<file path="config.mk">
export PLATFORM = sky130hd
export DESIGN_NAME = psu_ctrl
export DESIGN_NICKNAME = d
export VERILOG_FILES = /design/src/sv/psu_pkg.sv /design/src/sv/psu_ctrl.sv
export SDC_FILE = /design/constraint.sdc
export NUM_CORES = 1
export LEC_CHECK = 0
export ABC_AREA = 1
export BUFFER_PORTS_ARGS = -buffer_cell sky130_fd_sc_hd__buf_2
export CORE_AREA = 2 2 39 41
export CTS_CLUSTER_DIAMETER = 80
export CTS_CLUSTER_SIZE = 28
export DETAILED_ROUTE_END_ITERATION = 10
export DIE_AREA = 0 0 41 43
export PLACE_DENSITY = 0.46
export SLEW_MARGIN = 20
export SYNTH_ARGS = -nofsm -noshare
export SYNTH_HDL_FRONTEND = slang
export SYNTH_SLANG_ARGS = --single-unit
</file>
<file path="constraint.sdc">
create_clock -name i_clk -period 1.16 [get_ports i_clk]
set_input_delay 0.116 -clock i_clk [delete_from_list [all_inputs] [get_ports i_clk]]
set_output_delay 0.116 -clock i_clk [all_outputs]
set_load 0.005 [all_outputs]
</file>
<file path="src/sv/psu_pkg.sv">
// Shared types, constants and codes for the particle swarm update block.
package psu_pkg;

    localparam int NUM_PARTICLES = 64;
    localparam int ADDR_W        = (NUM_PARTICLES > 1) ? $clog2(NUM_PARTICLES) : 1;
    localparam int IDX_W         = 6;
    localparam int POS_W         = 32;
    localparam int VAL_W         = 48;
    localparam int WT_W          = 16;
    localparam int RND_W         = 16;
    localparam int CFG_IDX_W     = 2;

    localparam logic [WT_W-1:0]  INERTIA_RST   = 16'd11469;
    localparam logic [WT_W-1:0]  COGNITIVE_RST = 16'd24576;
    localparam logic [WT_W-1:0]  SOCIAL_RST    = 16'd24576;
    localparam logic [VAL_W-1:0] VAL_MAX       = {VAL_W{1'b1}};

    typedef enum logic [CFG_IDX_W-1:0] {
        REG_INERTIA   = 2'd0,
        REG_COGNITIVE = 2'd1,
        REG_SOCIAL    = 2'd2
    } t_reg_idx;

    typedef enum logic {
        OP_LOAD   = 1'b0,
        OP_UPDATE = 1'b1
    } t_op;

    typedef enum logic [2:0] {
        S_IDLE,
        S_MUL1,
        S_MUL2,
        S_SUM,
        S_POS,
        S_OBJ,
        S_DONE
    } t_state;

    typedef struct packed {
        logic load_in;
        logic mul1;
        logic mul2;
        logic sum;
        logic pos;
        logic obj;
        logic commit;
    } t_cmd;

    typedef struct packed {
        logic out_free;
    } t_sts;

    typedef struct packed {
        logic [POS_W-1:0] pos;
        logic [POS_W-1:0] vel;
        logic [POS_W-1:0] pbp;
        logic [VAL_W-1:0] pbv;
    } t_row;

endpackage

</file>
<file path="src/sv/psu_ctrl.sv">
// Sequencer for the particle swarm update: steps one request through the datapath.
module psu_ctrl (
    input  logic          i_clk,
    input  logic          i_rst_n,
    input  logic          i_valid,
    input  psu_pkg::t_sts i_sts,
    output psu_pkg::t_cmd o_cmd,
    output logic          o_stall
);
    import psu_pkg::*;

    t_state r_state;
    t_state n_state;

    always_ff @(posedge i_clk) begin
        if (!i_rst_n) begin
            r_state <= S_IDLE;
        end else begin
            r_state <= n_state;
        end
    end

    always_comb begin
        n_state = r_state;
        unique case (r_state)
            S_IDLE: begin
                if (i_valid) begin
                    n_state = S_MUL1;
                end
            end
            S_MUL1: n_state = S_MUL2;
            S_MUL2: n_state = S_SUM;
            S_SUM:  n_state = S_POS;
            S_POS:  n_state = S_OBJ;
            S_OBJ:  n_state = S_DONE;
            S_DONE: begin
                if (i_sts.out_free) begin
                    n_state = S_IDLE;
                end
            end
            default: n_state = S_IDLE;
        endcase
    end

    always_comb begin
        o_cmd   = '0;
        o_stall = (r_state != S_IDLE);
        unique case (r_state)
            S_IDLE:  o_cmd.load_in = i_valid;
            S_MUL1:  o_cmd.mul1    = 1'b1;
            S_MUL2:  o_cmd.mul2    = 1'b1;
            S_SUM:   o_cmd.sum     = 1'b1;
            S_POS:   o_cmd.pos     = 1'b1;
            S_OBJ:   o_cmd.obj     = 1'b1;
            S_DONE:  o_cmd.commit  = i_sts.out_free;
            default: o_cmd         = '0;
        endcase
    end

endmodule

</file>
==> flow_metrics.tcl <==
set metrics [dict create \
    cpPeakStageDelay_ps 340 \
    vias 249 \
    drv_cap 0 \
    htree_levels 1 \
    clkLatencyLatePin_ps 230 \
    holdBufCountCts 0 \
    slew_headroom 0.9032 \
    power_frac_clock 0.437 \
    grt_pass1_vias 231 \
    yosys.area.top_type_share 0.3000 \
    synth.largest_area_cell "dfxtp_1" \
    synth-seq-cells 3 \
    drc 0 \
    clock_skew_ps 3.324 \
    rows 14 \
    place_hpwl_um 415.6 \
    timing.final.crit_share 0.9225 \
    rr_worst_depth 5 \
    die_y_um 43 \
    fill_cells 164 \
    critical_path.cell_chain "inv_2, nand3_2, nor2_1, buf_2" \
    crit_end "o_cmd[0]" \
    total_power_mw 0.4210 \
    drt_iter0_drc 2 \
    slowest_stage "dfxtp_2" \
    totalNegativeSetupSlack_ps 0 \
    io_pins 12 \
    multiInputGateArea_um2 112.6 \
    viasPerCell 3.773 \
    reg.largest.list "r_state x3" \
    internal-power_mw 0.2913 \
    hold_viol_final 0 \
    drive_gt1_frac 0.4600 \
    layout.nets 55 \
    tightest_slew_ps 145.2 \
    portBuffers 11 \
    cp.required_ps 1040 \
    syn_avg_cell_area_um2 5.720 \
    power.density_nw_per_um2 1368 \
    crit_start "r_state[0]" \
    min_period_ps 1070 \
    post_drt_wl_per_cell_um 8.106 \
    outcome "completed" \
    cp-end-kind "primary output" \
    synth_nets 39 \
    arrival_ps 950 \
    antenna_cells 0 \
    power.leakage_nw 0.1890 \
    r2r_slack_ps 280 \
    cts_root_buf "clkbuf_4" \
    hp-class "in -> reg" \
    overflow 0 \
    drv_slew 0 \
    start_kind "flop" \
    core_region_area_um2 1384 \
    fp.dieArea_um2 1763 \
    netSwitchingFraction 0.3079 \
    clkTransAtPathRegs_ps 30 \
    die_w_um 41 \
    cts_buffers 3 \
    routabilityCongestion 0.7406 \
    setup_viol 0 \
    rsz0062_at_grt "no" \
    max_flop_register "r_state" \
    largest_register_ffs 3 \
    syn_area_um2 200.2 \
    track_usage 0.07515 \
    critical_path_class "reg -> out" \
    grt_max_degree 8 \
    cts_sinks 3 \
    tritoncts "built" \
    comb_power_share 0.237 \
    reg2reg_to "r_state[1]" \
    antenna_found_initial 0 \
    synth_cell_types 11 \
    clockBufferDepth 2 \
    seq_area_um2 63.81 \
    initial_core_util 0.1447 \
    p_sw_mw 0.1296 \
    grt_pass1_wl_um 848 \
    synth_warnings 0 \
    layoutNonFillerInstCount 66 \
    dpl.cell_count 62 \
    drtAntennaViolNets 0 \
    synth.area.top_cells "dfxtp_1, nor2_1, inv_1" \
    timing.fmax_ghz 0.9345 \
    power_frac_seq 0.326 \
    ys_seq_area_frac 0.3000 \
    synth_cells 35 \
    worst-path-max-fanout 5 \
    drt-total-wl_um 535 \
    reg2reg_from "r_state[2]" \
    vdd_drop_max_mv 0.4773 \
    dr.pass1.iters 2 \
    layout-area-overhead-vs-synth_pct 53.75 \
]
==> synth_stat cells, drive strengths merged <==
master / number
nor3: 1
nand2: 6
dfxtp: 3
nor2: 11
nand3: 5
nand4: 1
inv: 8
==> final cells by class <==
type	count	area share
Timing Repair Buffer	11	0.1789
Inverter	8	0.09756
Multi-Input combinational cell	24	0.3659
Tap cell	16	0.06504
Sequential cell	3	0.2073
Clock buffer	4	0.08537
==> logic make-up (layout without fill, tap and decap cells) <==
kind of cell,after synthesis,after routing,share of synthesized area
and+or+nand+nor,24,24,0.5501
buffers and inverters,8,23,0.1500
DFF,3,3,0.3000
==> layout by cell type (no fill, tap or decap) <==
master    netlist  layout
inv_2           1       2
nand3_1         4       4
nand2_2         1       1
buf_2           0      11
nor2_2          1       2
inv_1           7       6
nand3_2         1       1
dfxtp_2         0       3
clkbuf_4        0       3
nor2_1         10       9
nand4_1         1       1
clkbuf_1        0       1
nand2_1         5       5
nor3_1          1       1
==> stage by stage <==
stage / hold WS [ps] / cell area (um2) / worst slack [ps] / utilization
CTS: 126.0 / 302.8 / 5.176 / 0.2188
floorplan: 243.4 / 200.2 / 323.9 / -
detailed placement: 368.1 / 275.3 / 209.1 / 0.1989
global placement: 369.5 / 275.3 / 185.0 / 0.1989
finish: 125.2 / 307.8 / 89.93 / 0.2224
global route: 140.7 / 307.8 / 1.231 / 0.2224
==> worst min path at each step <==
stage | from | end | slack (ps) | cells after the start
floorplan | i_rst_n | r_state[0] | 240 | 2
global placement | i_rst_n | r_state[2] | 370 | 3
detailed placement | i_rst_n | r_state[0] | 370 | 3
CTS | i_rst_n | r_state[0] | 130 | 3
global route | i_rst_n | r_state[2] | 140 | 3
finish | i_rst_n | r_state[0] | 130 | 3
==> power by group through the flow <==
stage               logic (mW)  clock network [mW]  registers, mW
finish                  0.0998               0.184          0.137
global route             0.117               0.198          0.140
CTS                      0.101               0.195          0.134
detailed placement      0.0998                   0          0.134
global placement         0.100                   0          0.133
floorplan               0.0617                   0          0.130
==> repair_timing <==
item,CTS,global route
pin swaps,0,0
cloned,0,0
gates resized for setup,1,4
setup buffers,0,0
endpoints found under the setup margin,2,6
==> layer usage <==
metal / global-route usage / wire, um
met5: 0 / 0
met4: 0.1000 / 0
met3: 0.01571 / 36
met2: 0.09375 / 255
met1: 0.08626 / 242
==> worst max-delay path: cells and delay by family, from the launching register on <==
kind                   cells  cell delay, ps
flip-flops                 1             340
AND/OR/NAND/NOR            2             180
buffers and inverters      2             200
(Power assumes the default switching activity.)
